$ cat config.mk
export PLATFORM = sky130hd
export DESIGN_NAME = pan_tilt_tracking_servo_control
export DESIGN_NICKNAME = d
export VERILOG_FILES = /design/src/rtl/core/ptsc_pkg.sv /design/src/rtl/core/ptsc_mul.sv /design/src/rtl/core/ptsc_div.sv /design/src/rtl/core/ptsc_axis.sv /design/src/rtl/core/pan_tilt_tracking_servo_control.sv
export SDC_FILE = /design/constraint.sdc
export NUM_CORES = 2
export LEC_CHECK = 0
export ABC_AREA = 1
export BUFFER_PORTS_ARGS = -buffer_cell sky130_fd_sc_hd__buf_2
export CORE_ASPECT_RATIO = 2
export CORE_MARGIN = 2
export CORE_UTILIZATION = 35
export CTS_CLUSTER_SIZE = 24
export DETAILED_ROUTE_END_ITERATION = 12
export SYNTH_ARGS = -nofsm -noshare
export SYNTH_HDL_FRONTEND = slang
export SYNTH_SLANG_ARGS = --single-unit
$ cat constraint.sdc
create_clock -name aclk -period 8.87 [get_ports aclk]
set_input_delay 0.887 -clock aclk [delete_from_list [all_inputs] [get_ports aclk]]
set_output_delay 0.887 -clock aclk [all_outputs]
set_load 0.01 [all_outputs]
$ cat src/rtl/core/ptsc_pkg.sv
// Shared types, register indexes and fixed-point constants for the pan/tilt
// tracking servo controller. No dependencies.
package ptsc_pkg;

    // request codes
    localparam logic [1:0] REQ_TRACK  = 2'd0;
    localparam logic [1:0] REQ_ABS    = 2'd1;
    localparam logic [1:0] REQ_CENTER = 2'd2;

    // configuration register indexes
    localparam logic [2:0] CFG_INVERT       = 3'd0;
    localparam logic [2:0] CFG_GAIN_YAW     = 3'd1;
    localparam logic [2:0] CFG_GAIN_PITCH   = 3'd2;
    localparam logic [2:0] CFG_SMOOTH_YAW   = 3'd3;
    localparam logic [2:0] CFG_SMOOTH_PITCH = 3'd4;
    localparam logic [2:0] CFG_DEADZONE     = 3'd5;
    localparam logic [2:0] CFG_TRIM_YAW     = 3'd6;
    localparam logic [2:0] CFG_TRIM_PITCH   = 3'd7;

    localparam int CFG_INDEX_W = 3;
    localparam int CFG_DATA_W  = 32;

    localparam logic [15:0] GAIN_RESET = 16'd819;
    localparam logic [16:0] SMOOTH_ONE = 17'h10000;

    // default axis limits, Q8.8 degrees, and pulse limits in us
    localparam int YAW_MIN_ANGLE_DEF   = -23040;
    localparam int YAW_MAX_ANGLE_DEF   = 23040;
    localparam int PITCH_MIN_ANGLE_DEF = -23040;
    localparam int PITCH_MAX_ANGLE_DEF = 23040;
    localparam int PULSE_MIN_US_DEF    = 500;
    localparam int PULSE_MAX_US_DEF    = 2500;

    // 90 and 180 degrees in Q8.8, final pulse clip
    localparam int ANGLE_OFFSET  = 23040;
    localparam int ANGLE_SPAN    = 46080;
    localparam int PULSE_CLIP_LO = 500;
    localparam int PULSE_CLIP_HI = 2500;

    // serial arithmetic widths
    localparam int MUL_A_W   = 17;
    localparam int MUL_B_W   = 17;
    localparam int PROD_W    = MUL_A_W + MUL_B_W + 1;
    localparam int DIV_NUM_W = 27;   // |span * a| is at most 2000 * 46080
    localparam int DIV_Q_W   = 11;   // quotient stays below 2048

    typedef struct packed {
        logic [1:0]         req_type;
        logic signed [15:0] err_x;
        logic signed [15:0] err_y;
        logic signed [15:0] abs_yaw;
        logic signed [15:0] abs_pitch;
    } in_item_t;

    typedef struct packed {
        logic [11:0]        yaw_pulse_us;
        logic [11:0]        pitch_pulse_us;
        logic signed [15:0] yaw_angle;
        logic signed [15:0] pitch_angle;
    } out_item_t;

    typedef struct packed {
        logic               inv;
        logic [15:0]        gain;
        logic [16:0]        smooth;
        logic [15:0]        dz;
        logic signed [15:0] trim;
    } axis_cfg_t;

    typedef struct packed {
        logic               done;
        logic [11:0]        pulse;
        logic signed [15:0] angle;
    } axis_stat_t;

endpackage

$ cat src/rtl/core/ptsc_mul.sv
// Bit-serial signed-by-unsigned multiplier, one multiplier bit per cycle.
// Depends on nothing but its parameters.
module ptsc_mul #(
    parameter int A_W = 17,
    parameter int B_W = 17
) (
    input  logic                   aclk,
    input  logic                   aresetn,
    input  logic                   start,
    input  logic signed [A_W-1:0]  a,
    input  logic [B_W-1:0]         b,
    output logic                   done,
    output logic signed [A_W+B_W:0] prod
);

    localparam int CNT_W = (B_W > 1) ? $clog2(B_W) : 1;

    logic signed [A_W-1:0] a_reg;
    logic signed [A_W:0]   hi_reg, hi_next;
    logic [B_W-1:0]        lo_reg, lo_next;
    logic [CNT_W-1:0]      cnt_reg;
    logic                  run_reg;
    logic                  done_reg;
    logic signed [A_W+1:0] addend;
    logic signed [A_W+1:0] acc;

    always_comb begin
        addend  = lo_reg[0] ? {{2{a_reg[A_W-1]}}, a_reg} : '0;
        acc     = {hi_reg[A_W], hi_reg} + addend;
        // shift right: product bit drops into the low half
        hi_next = acc[A_W+1:1];
        lo_next = {acc[0], lo_reg[B_W-1:1]};
    end

    always_ff @(posedge aclk) begin
        if (!aresetn) begin
            run_reg  <= 1'b0;
            done_reg <= 1'b0;
            cnt_reg  <= '0;
        end else begin
            done_reg <= 1'b0;
            if (start) begin
                a_reg   <= a;
                hi_reg  <= '0;
                lo_reg  <= b;
                cnt_reg <= '0;
                run_reg <= 1'b1;
            end else if (run_reg) begin
                hi_reg  <= hi_next;
                lo_reg  <= lo_next;
                cnt_reg <= cnt_reg + 1'b1;
                if (cnt_reg == CNT_W'(B_W - 1)) begin
                    run_reg  <= 1'b0;
                    done_reg <= 1'b1;
                end
            end
        end
    end

    assign done = done_reg;
    assign prod = {hi_reg, lo_reg};

endmodule

$ cat src/rtl/core/ptsc_div.sv
// Restoring divider by a fixed divisor, one quotient bit per cycle.
// Depends on nothing but its parameters.
module ptsc_div #(
    parameter int N_W     = 27,
    parameter int Q_W     = 11,
    parameter int DIVISOR = 46080
) (
    input  logic           aclk,
    input  logic           aresetn,
    input  logic           start,
    input  logic [N_W-1:0] num,
    output logic           done,
    output logic [Q_W-1:0] quo
);

    localparam int CNT_W = (Q_W > 1) ? $clog2(Q_W) : 1;
    localparam logic [N_W-1:0] DV_INIT = N_W'(DIVISOR) << (Q_W - 1);

    logic [N_W-1:0]   rem_reg;
    logic [N_W-1:0]   dv_reg;
    logic [Q_W-1:0]   quo_reg;
    logic [CNT_W-1:0] cnt_reg;
    logic             run_reg;
    logic             done_reg;
    logic             fits;

    assign fits = (rem_reg >= dv_reg);

    always_ff @(posedge aclk) begin
        if (!aresetn) begin
            run_reg  <= 1'b0;
            done_reg <= 1'b0;
            cnt_reg  <= '0;
        end else begin
            done_reg <= 1'b0;
            if (start) begin
                rem_reg <= num;
                dv_reg  <= DV_INIT;
                quo_reg <= '0;
                cnt_reg <= '0;
                run_reg <= 1'b1;
            end else if (run_reg) begin
                if (fits) begin
                    rem_reg <= rem_reg - dv_reg;
                end
                quo_reg <= {quo_reg[Q_W-2:0], fits};
                dv_reg  <= dv_reg >> 1;
                cnt_reg <= cnt_reg + 1'b1;
                if (cnt_reg == CNT_W'(Q_W - 1)) begin
                    run_reg  <= 1'b0;
                    done_reg <= 1'b1;
                end
            end
        end
    end

    assign done = done_reg;
    assign quo  = quo_reg;

endmodule

$ cat src/rtl/core/ptsc_axis.sv
// One servo axis: held angle, tracking step, smoothing and pulse mapping.
// Depends on ptsc_pkg, ptsc_mul and ptsc_div.
module ptsc_axis #(
    parameter int MIN_ANGLE = ptsc_pkg::YAW_MIN_ANGLE_DEF,
    parameter int MAX_ANGLE = ptsc_pkg::YAW_MAX_ANGLE_DEF,
    parameter int PULSE_MIN = ptsc_pkg::PULSE_MIN_US_DEF,
    parameter int PULSE_MAX = ptsc_pkg::PULSE_MAX_US_DEF
) (
    input  logic                 aclk,
    input  logic                 aresetn,
    input  logic                 start,
    input  logic [1:0]           req_type,
    input  logic signed [15:0]   err,
    input  logic signed [15:0]   abs_angle,
    input  ptsc_pkg::axis_cfg_t  cfg,
    input  logic                 ack,
    output ptsc_pkg::axis_stat_t stat
);

    localparam int PW = ptsc_pkg::PROD_W;

    localparam logic signed [23:0] LO24  = 24'(MIN_ANGLE);
    localparam logic signed [23:0] HI24  = 24'(MAX_ANGLE);
    localparam logic signed [15:0] LO16  = 16'(MIN_ANGLE);
    localparam logic signed [15:0] HI16  = 16'(MAX_ANGLE);
    localparam logic signed [16:0] SPAN  = 17'(PULSE_MAX - PULSE_MIN);
    localparam logic signed [12:0] PMIN  = 13'(PULSE_MIN);
    localparam logic signed [12:0] CLIPL = 13'(ptsc_pkg::PULSE_CLIP_LO);
    localparam logic signed [12:0] CLIPH = 13'(ptsc_pkg::PULSE_CLIP_HI);
    localparam logic signed [17:0] OFS   = 18'(ptsc_pkg::ANGLE_OFFSET);
    localparam logic signed [17:0] ASPAN = 18'(ptsc_pkg::ANGLE_SPAN);

    typedef enum logic [2:0] {
        ST_IDLE,
        ST_GAIN,
        ST_SMOOTH,
        ST_PSET,
        ST_PMUL,
        ST_PDIV,
        ST_DONE
    } state_t;

    state_t state_reg;

    logic signed [15:0] held_reg;
    logic [11:0]        pulse_reg;
    logic               neg_reg;

    logic                                 mul_start_reg;
    logic signed [ptsc_pkg::MUL_A_W-1:0]  mul_a_reg;
    logic [ptsc_pkg::MUL_B_W-1:0]         mul_b_reg;
    logic                                 mul_done;
    logic signed [PW-1:0]                 mul_prod;

    logic                                 div_start_reg;
    logic [ptsc_pkg::DIV_NUM_W-1:0]       div_num_reg;
    logic                                 div_done;
    logic [ptsc_pkg::DIV_Q_W-1:0]         div_quo;

    logic signed [16:0] err_ext, e_val, e_dz;
    logic [16:0]        e_mag;
    logic [16:0]        smooth_sat;
    logic signed [PW-1:0] rnd_step, rnd_smooth, p_mag;
    logic signed [23:0] step, sum24;
    logic signed [15:0] target;
    logic signed [16:0] diff;
    logic signed [17:0] delta, held_sum;
    logic signed [15:0] held_track, held_abs;
    logic signed [17:0] asum;
    logic [15:0]        a_clamp;
    logic signed [12:0] q_signed, pval;
    logic [11:0]        pulse_clip;

    always_comb begin
        // error after inversion and deadzone
        err_ext = {err[15], err};
        e_val   = cfg.inv ? -err_ext : err_ext;
        e_mag   = e_val[16] ? 17'(-e_val) : 17'(e_val);
        e_dz    = (e_mag <= {1'b0, cfg.dz}) ? '0 : e_val;

        smooth_sat = cfg.smooth[16] ? ptsc_pkg::SMOOTH_ONE : cfg.smooth;

        // proportional step, rounded from Q.18 to Q8.8, and clamped target
        rnd_step = mul_prod + PW'(512);
        step     = rnd_step[33:10];
        sum24    = {{8{held_reg[15]}}, held_reg} + step;
        if (sum24 < LO24) begin
            target = LO16;
        end else if (sum24 > HI24) begin
            target = HI16;
        end else begin
            target = sum24[15:0];
        end
        diff = {target[15], target} - {held_reg[15], held_reg};

        // smoothing update, rounded from Q.16
        rnd_smooth = mul_prod + PW'(32768);
        delta      = rnd_smooth[33:16];
        held_sum   = {{2{held_reg[15]}}, held_reg} + delta;
        held_track = held_sum[15:0];

        if (abs_angle < LO16) begin
            held_abs = LO16;
        end else if (abs_angle > HI16) begin
            held_abs = HI16;
        end else begin
            held_abs = abs_angle;
        end

        // angle plus trim, offset by 90 degrees, clamped to 0..180
        asum = {{2{held_reg[15]}}, held_reg} + {{2{cfg.trim[15]}}, cfg.trim} + OFS;
        if (asum < 18'sd0) begin
            a_clamp = '0;
        end else if (asum > ASPAN) begin
            a_clamp = ASPAN[15:0];
        end else begin
            a_clamp = asum[15:0];
        end

        p_mag = mul_prod[PW-1] ? -mul_prod : mul_prod;

        // quotient truncates toward zero: divide the magnitude, restore the sign
        q_signed = neg_reg ? -$signed({2'b00, div_quo}) : $signed({2'b00, div_quo});
        pval     = PMIN + q_signed;
        if (pval < CLIPL) begin
            pulse_clip = CLIPL[11:0];
        end else if (pval > CLIPH) begin
            pulse_clip = CLIPH[11:0];
        end else begin
            pulse_clip = pval[11:0];
        end
    end

    always_ff @(posedge aclk) begin
        if (!aresetn) begin
            state_reg     <= ST_IDLE;
            held_reg      <= '0;
            mul_start_reg <= 1'b0;
            div_start_reg <= 1'b0;
        end else begin
            mul_start_reg <= 1'b0;
            div_start_reg <= 1'b0;
            case (state_reg)
                ST_IDLE: begin
                    if (start) begin
                        case (req_type)
                            ptsc_pkg::REQ_TRACK: begin
                                mul_a_reg     <= e_dz;
                                mul_b_reg     <= {1'b0, cfg.gain};
                                mul_start_reg <= 1'b1;
                                state_reg     <= ST_GAIN;
                            end
                            ptsc_pkg::REQ_ABS: begin
                                held_reg  <= held_abs;
                                state_reg <= ST_PSET;
                            end
                            ptsc_pkg::REQ_CENTER: begin
                                held_reg  <= '0;
                                state_reg <= ST_PSET;
                            end
                            default: begin
                                state_reg <= ST_PSET;
                            end
                        endcase
                    end
                end
                ST_GAIN: begin
                    if (mul_done) begin
                        mul_a_reg     <= diff;
                        mul_b_reg     <= smooth_sat;
                        mul_start_reg <= 1'b1;
                        state_reg     <= ST_SMOOTH;
                    end
                end
                ST_SMOOTH: begin
                    if (mul_done) begin
                        held_reg  <= held_track;
                        state_reg <= ST_PSET;
                    end
                end
                ST_PSET: begin
                    mul_a_reg     <= SPAN;
                    mul_b_reg     <= {1'b0, a_clamp};
                    mul_start_reg <= 1'b1;
                    state_reg     <= ST_PMUL;
                end
                ST_PMUL: begin
                    if (mul_done) begin
                        neg_reg       <= mul_prod[PW-1];
                        div_num_reg   <= p_mag[ptsc_pkg::DIV_NUM_W-1:0];
                        div_start_reg <= 1'b1;
                        state_reg     <= ST_PDIV;
                    end
                end
                ST_PDIV: begin
                    if (div_done) begin
                        pulse_reg <= pulse_clip;
                        state_reg <= ST_DONE;
                    end
                end
                ST_DONE: begin
                    if (ack) begin
                        state_reg <= ST_IDLE;
                    end
                end
                default: begin
                    state_reg <= ST_IDLE;
                end
            endcase
        end
    end

    ptsc_mul #(
        .A_W (ptsc_pkg::MUL_A_W),
        .B_W (ptsc_pkg::MUL_B_W)
    ) u_mul (
        .aclk    (aclk),
        .aresetn (aresetn),
        .start   (mul_start_reg),
        .a       (mul_a_reg),
        .b       (mul_b_reg),
        .done    (mul_done),
        .prod    (mul_prod)
    );

    ptsc_div #(
        .N_W     (ptsc_pkg::DIV_NUM_W),
        .Q_W     (ptsc_pkg::DIV_Q_W),
        .DIVISOR (ptsc_pkg::ANGLE_SPAN)
    ) u_div (
        .aclk    (aclk),
        .aresetn (aresetn),
        .start   (div_start_reg),
        .num     (div_num_reg),
        .done    (div_done),
        .quo     (div_quo)
    );

    always_comb begin
        stat.done  = (state_reg == ST_DONE);
        stat.pulse = pulse_reg;
        stat.angle = held_reg;
    end

endmodule

$ cat src/rtl/core/pan_tilt_tracking_servo_control.sv
// Pan/tilt servo controller top: handshake, config registers, two axes, result
// register. Depends on ptsc_pkg and ptsc_axis.
// A tracking request runs three serial multiplies and one serial divide in each axis,
// other requests one multiply and one divide. A new request is taken only once the last
// result has gone into the result register, and the next request is taken while that result
// waits. Reset (aresetn low, sync) zeroes angles, loads defaults.
module pan_tilt_tracking_servo_control #(
    parameter int YAW_MIN_ANGLE   = ptsc_pkg::YAW_MIN_ANGLE_DEF,
    parameter int YAW_MAX_ANGLE   = ptsc_pkg::YAW_MAX_ANGLE_DEF,
    parameter int PITCH_MIN_ANGLE = ptsc_pkg::PITCH_MIN_ANGLE_DEF,
    parameter int PITCH_MAX_ANGLE = ptsc_pkg::PITCH_MAX_ANGLE_DEF,
    parameter int PULSE_MIN_US    = ptsc_pkg::PULSE_MIN_US_DEF,
    parameter int PULSE_MAX_US    = ptsc_pkg::PULSE_MAX_US_DEF
) (
    input  logic                                aclk,
    input  logic                                aresetn,
    input  logic                                s_valid,
    output logic                                s_ready,
    input  ptsc_pkg::in_item_t                  s_payload,
    output logic                                m_valid,
    input  logic                                m_ready,
    output ptsc_pkg::out_item_t                 m_payload,
    input  logic                                cfg_we,
    input  logic [ptsc_pkg::CFG_INDEX_W-1:0]    cfg_index,
    input  logic [ptsc_pkg::CFG_DATA_W-1:0]     cfg_wdata
);

    typedef enum logic {
        ST_IDLE,
        ST_RUN
    } state_t;

    state_t state_reg;

    ptsc_pkg::in_item_t  item_reg;
    ptsc_pkg::out_item_t out_reg;
    logic                out_valid_reg;
    logic                start_reg;

    logic [1:0]         invert_reg;
    logic [15:0]        gain_yaw_reg, gain_pitch_reg;
    logic [16:0]        smooth_yaw_reg, smooth_pitch_reg;
    logic [31:0]        deadzone_reg;
    logic signed [15:0] trim_yaw_reg, trim_pitch_reg;

    ptsc_pkg::axis_cfg_t  yaw_cfg, pitch_cfg;
    ptsc_pkg::axis_stat_t yaw_stat, pitch_stat;

    logic accept;
    logic out_free;
    logic ack;

    assign s_ready  = (state_reg == ST_IDLE);
    assign accept   = s_valid && s_ready;
    assign out_free = !out_valid_reg || m_ready;
    assign ack      = (state_reg == ST_RUN) && yaw_stat.done && pitch_stat.done && out_free;

    always_comb begin
        yaw_cfg.inv      = invert_reg[0];
        yaw_cfg.gain     = gain_yaw_reg;
        yaw_cfg.smooth   = smooth_yaw_reg;
        yaw_cfg.dz       = deadzone_reg[15:0];
        yaw_cfg.trim     = trim_yaw_reg;
        pitch_cfg.inv    = invert_reg[1];
        pitch_cfg.gain   = gain_pitch_reg;
        pitch_cfg.smooth = smooth_pitch_reg;
        pitch_cfg.dz     = deadzone_reg[31:16];
        pitch_cfg.trim   = trim_pitch_reg;
    end

    always_ff @(posedge aclk) begin
        if (!aresetn) begin
            invert_reg       <= '0;
            gain_yaw_reg     <= ptsc_pkg::GAIN_RESET;
            gain_pitch_reg   <= ptsc_pkg::GAIN_RESET;
            smooth_yaw_reg   <= ptsc_pkg::SMOOTH_ONE;
            smooth_pitch_reg <= ptsc_pkg::SMOOTH_ONE;
            deadzone_reg     <= '0;
            trim_yaw_reg     <= '0;
            trim_pitch_reg   <= '0;
        end else if (cfg_we) begin
            case (cfg_index)
                ptsc_pkg::CFG_INVERT:       invert_reg       <= cfg_wdata[1:0];
                ptsc_pkg::CFG_GAIN_YAW:     gain_yaw_reg     <= cfg_wdata[15:0];
                ptsc_pkg::CFG_GAIN_PITCH:   gain_pitch_reg   <= cfg_wdata[15:0];
                ptsc_pkg::CFG_SMOOTH_YAW:   smooth_yaw_reg   <= cfg_wdata[16:0];
                ptsc_pkg::CFG_SMOOTH_PITCH: smooth_pitch_reg <= cfg_wdata[16:0];
                ptsc_pkg::CFG_DEADZONE:     deadzone_reg     <= cfg_wdata[31:0];
                ptsc_pkg::CFG_TRIM_YAW:     trim_yaw_reg     <= cfg_wdata[15:0];
                ptsc_pkg::CFG_TRIM_PITCH:   trim_pitch_reg   <= cfg_wdata[15:0];
                default: begin
                end
            endcase
        end
    end

    always_ff @(posedge aclk) begin
        if (!aresetn) begin
            state_reg     <= ST_IDLE;
            start_reg     <= 1'b0;
            out_valid_reg <= 1'b0;
        end else begin
            start_reg <= 1'b0;
            if (m_ready) begin
                out_valid_reg <= 1'b0;
            end
            case (state_reg)
                ST_IDLE: begin
                    if (accept) begin
                        item_reg  <= s_payload;
                        start_reg <= 1'b1;
                        state_reg <= ST_RUN;
                    end
                end
                ST_RUN: begin
                    // hold the finished request until the result register frees up
                    if (ack) begin
                        out_reg.yaw_pulse_us   <= yaw_stat.pulse;
                        out_reg.pitch_pulse_us <= pitch_stat.pulse;
                        out_reg.yaw_angle      <= yaw_stat.angle;
                        out_reg.pitch_angle    <= pitch_stat.angle;
                        out_valid_reg          <= 1'b1;
                        state_reg              <= ST_IDLE;
                    end
                end
                default: begin
                    state_reg <= ST_IDLE;
                end
            endcase
        end
    end

    assign m_valid   = out_valid_reg;
    assign m_payload = out_reg;

    ptsc_axis #(
        .MIN_ANGLE (YAW_MIN_ANGLE),
        .MAX_ANGLE (YAW_MAX_ANGLE),
        .PULSE_MIN (PULSE_MIN_US),
        .PULSE_MAX (PULSE_MAX_US)
    ) u_yaw (
        .aclk      (aclk),
        .aresetn   (aresetn),
        .start     (start_reg),
        .req_type  (item_reg.req_type),
        .err       (item_reg.err_x),
        .abs_angle (item_reg.abs_yaw),
        .cfg       (yaw_cfg),
        .ack       (ack),
        .stat      (yaw_stat)
    );

    ptsc_axis #(
        .MIN_ANGLE (PITCH_MIN_ANGLE),
        .MAX_ANGLE (PITCH_MAX_ANGLE),
        .PULSE_MIN (PULSE_MIN_US),
        .PULSE_MAX (PULSE_MAX_US)
    ) u_pitch (
        .aclk      (aclk),
        .aresetn   (aresetn),
        .start     (start_reg),
        .req_type  (item_reg.req_type),
        .err       (item_reg.err_y),
        .abs_angle (item_reg.abs_pitch),
        .cfg       (pitch_cfg),
        .ack       (ack),
        .stat      (pitch_stat)
    );

endmodule
==> run_summary.xml <==
<?xml version="1.0" encoding="UTF-8"?>
<metrics>
  <group name="yosys">
    <metric name="post_synth_most_frequent_cells" unit="">nand2_1, inv_1, nor2_1, edfxtp_1, o21ai_0</metric>
    <metric name="post-synth-top-area-cell" unit="">edfxtp_1</metric>
    <metric name="yosys_warnings" unit="">0</metric>
    <metric name="synth-seq-area-share" unit="">0.429</metric>
    <metric name="synth_area_leaders" unit="">edfxtp_1, nand2_1, dfxtp_1</metric>
    <metric name="yosys.cell_types.count" unit="">71</metric>
    <metric name="synth_edf_count" unit="">502</metric>
    <metric name="syn-instance-count" unit="">5535</metric>
    <metric name="yosys.cell_count.top_type" unit="">nand2_1</metric>
    <metric name="yosys_most_used_dff" unit="">edfxtp_1</metric>
    <metric name="async_flop_share" unit="">0</metric>
    <metric name="synth_top_area_share" unit="">0.338</metric>
    <metric name="synthesis.area_per_instance" unit="um2">8.05</metric>
    <metric name="syn_area" unit="um2">44600</metric>
    <metric name="synth-seq-cells" unit="">705</metric>
    <metric name="synthesis.nets" unit="">5957</metric>
  </group>
  <group name="sta">
    <metric name="slew_headroom" unit="">0.255</metric>
    <metric name="setup_total_negative_slack" unit="ps">0</metric>
    <metric name="whs" unit="ps">374</metric>
    <metric name="max_slew.worst_pin.slew" unit="ps">1110</metric>
    <metric name="period_needed" unit="ps">6830</metric>
    <metric name="grt_setup_unrepaired" unit="">false</metric>
    <metric name="setup_viol" unit="">0</metric>
    <metric name="max_freq" unit="GHz">0.146</metric>
    <metric name="final_max_slew_viol_count" unit="">0</metric>
    <metric name="fin_skew" unit="ps">31.1</metric>
    <metric name="timing.final.crit_share" unit="">0.770</metric>
    <metric name="hold_violations" unit="">0</metric>
  </group>
  <group name="power_and_ir_drop">
    <metric name="power-per-cell-area" unit="nW/um2">271</metric>
    <metric name="switching_fraction_of_total_power" unit="">0.427</metric>
    <metric name="p_clk_frac" unit="">0.239</metric>
    <metric name="combPwrFrac" unit="">0.435</metric>
    <metric name="power_report.internal_total" unit="mW">7.76</metric>
    <metric name="total_switching_power" unit="mW">5.77</metric>
    <metric name="total_leakage_power" unit="nW">22.1</metric>
    <metric name="irDropWorstVdd" unit="mV">0.224</metric>
    <metric name="power.sequential.fraction" unit="">0.326</metric>
  </group>
  <group name="floorplan">
    <metric name="fp.coreArea" unit="um2">127000</metric>
    <metric name="floorplan.initialDensity" unit="">0.352</metric>
    <metric name="io_pins" unit="">164</metric>
    <metric name="die_width" unit="um">256</metric>
    <metric name="std_cell_rows" unit="">185</metric>
    <metric name="die_y" unit="um">509</metric>
    <metric name="dieArea" unit="um2">130000</metric>
  </group>
  <group name="grt">
    <metric name="first_global_vias" unit="">38747</metric>
    <metric name="grt_use_total" unit="">0.220</metric>
    <metric name="maximum_number_of_pins_on_one_net_before_global_route_repair" unit="">90</metric>
    <metric name="grt_pass1_wl" unit="mm">219</metric>
    <metric name="grt_overflow_total" unit="">0</metric>
    <metric name="number_of_antenna_violations_at_the_first_check_in_global_routing" unit="">1</metric>
  </group>
  <group name="cts">
    <metric name="postCtsSetupBuffers" unit="">0</metric>
    <metric name="tritoncts" unit="">built</metric>
    <metric name="clkTransAtPathRegs" unit="ps">60</metric>
    <metric name="cts_hold_buf" unit="">0</metric>
    <metric name="cts_inserted_buffers" unit="">73</metric>
    <metric name="cts_max_path_buffers" unit="">3</metric>
    <metric name="htree_num_levels" unit="">3</metric>
    <metric name="clock-sinks" unit="">705</metric>
    <metric name="ctsRootBufferMaster" unit="">clkbuf_16</metric>
    <metric name="clock_latency" unit="ps">690</metric>
    <metric name="cts_resized" unit="">0</metric>
  </group>
  <group name="setup_path">
    <metric name="setup.worst_path.end_class" unit="">register</metric>
    <metric name="critical_path.max_fanout" unit="">8</metric>
    <metric name="critical_path.slowest_cell" unit="">edfxtp_1</metric>
    <metric name="worstPathRequired" unit="ps">9390</metric>
    <metric name="crit_family" unit="">compound AO/OA/AOI/OAI gates</metric>
    <metric name="crit_arrival" unit="ps">7350</metric>
    <metric name="path_common_cell" unit="">nand2_1</metric>
    <metric name="critical-path-max-stage-delay" unit="ps">470</metric>
    <metric name="buffers_and_inverters_on_the_worst_path" unit="">6</metric>
    <metric name="critPathKind" unit="">register to register</metric>
    <metric name="startpoint_type" unit="">register</metric>
  </group>
  <group name="finish">
    <metric name="final_layout_size_suffix_gt1_frac" unit="">0.0785</metric>
    <metric name="fillCellCount" unit="">12935</metric>
    <metric name="final_nets" unit="">6130</metric>
    <metric name="area_growth_syn_to_layout" unit="%">12.1</metric>
    <metric name="flip_flop_count_of_the_largest_register_after_layout" unit="">66</metric>
  </group>
  <group name="placed_design">
    <metric name="hpwlAfterDp" unit="mm">115</metric>
    <metric name="globalplace.congestion" unit="">0.992</metric>
    <metric name="numPortBuffers" unit="">163</metric>
  </group>
  <group name="run_status">
    <metric name="outcome" unit="">completed</metric>
  </group>
  <group name="route">
    <metric name="drt.antenna.violating_nets" unit="">0</metric>
    <metric name="drtIter0Drc" unit="">2217</metric>
    <metric name="post_drt_via_cell_ratio" unit="">5.12</metric>
    <metric name="finalWirelength" unit="mm">145</metric>
    <metric name="avgRoutedWirePerCell" unit="um">19.5</metric>
    <metric name="drtPass1Iterations" unit="">5</metric>
    <metric name="route.detailed.drc" unit="">0</metric>
    <metric name="route.vias.total" unit="">38140</metric>
  </group>
  <group name="run">
    <metric name="max_cap_viol_count" unit="">0</metric>
  </group>
  <group name="min_path">
    <metric name="hold_class" unit="">input pin to register</metric>
  </group>
</metrics>
[area by class of cell]
class                           count  area, um2  area share
Inverter                          757       2840      0.0569
Timing Repair Buffer              215       1210      0.0242
Sequential cell                   705      19100       0.383
Multi-Input combinational cell   3956      22200       0.444
Tap cell                         1683       2110      0.0421
Clock inverter                     37        393     0.00786
Clock buffer                       98       2080      0.0417
Antenna cell                        1       2.50   0.0000501
[final timing paths]
| kind | start | end | slack [ps] | cells past startpoint |
|---|---|---|---|---|
| max | u_pitch.u_mul.lo_reg[11] | u_pitch.mul_a_reg[13] | 2040 | 39 |
| min reg2reg | u_pitch.mul_a_reg[12] | u_pitch.u_mul.a_reg[12] | 410 | 0 |
| max reg2reg | u_pitch.u_mul.lo_reg[11] | u_pitch.mul_a_reg[13] | 2040 | 39 |
| min | s_payload[15] | item_reg[15] | 370 | 1 |
[layer usage]
metal | up-vias | share of wire | track usage | wire length (um)
li1 | 18909 | - | - | -
met1 | 17850 | 0.34 | 0.205 | 49500
met2 | 959 | 0.54 | 0.431 | 78600
met3 | 422 | 0.035 | 0.0269 | 5050
met4 | 0 | 0.084 | 0.167 | 12200
met5 | - | 0 | 0 | 0
[per-stage QoR]
stage                     utilization  setup WS [ps]  cells  area [um2]  total power, mW
after global placement          0.375           2200   7316       47500             10.3
after global routing            0.395           1100   7452       50000             14.4
after floorplan                     -           1690   5535       44600             8.36
after detailed placement        0.375           2150   7316       47500             10.3
final                           0.395           2040   7452       50000             13.5
after CTS                       0.395           2090   7451       50000             13.6
[cells in the final DEF, fill, tap and decap left out, drive strengths merged, types with 215 or more instances in the layout]
master | synthesis | routed
nand2 | 1126 | 1126
inv | 747 | 751
nor2 | 657 | 657
edfxtp | 502 | 502
o21ai | 423 | 423
a21oi | 415 | 415
ha | 304 | 304
nand3 | 264 | 264
xor2 | 220 | 220
buf | 19 | 215
[cells by family (layout without fill, tap and decap cells)]
kind of cell	count (synthesis)	in the layout	share of synthesized area
AND/OR/NAND/NOR	2296	2296	0.216
multiplexers	4	4	0.00101
XOR/XNOR	272	272	0.0540
AO/OA/AOI/OAI	1068	1068	0.134
buffers and inverters	874	1107	0.0745
adder cells (fa/ha/maj)	316	316	0.0907
flip-flops	705	705	0.429
other	0	1	0
[power groups by stage]
stage                     clock (mW)  combinational (mW)  sequential (mW)
after detailed placement           0                5.81             4.47
after global placement             0                5.79             4.48
after global routing            3.44                6.53             4.43
after floorplan                    0                4.09             4.27
after CTS                       3.33                5.85             4.41
final                           3.24                5.88             4.41
No activity file was read; power rests on OpenSTA's default activity.
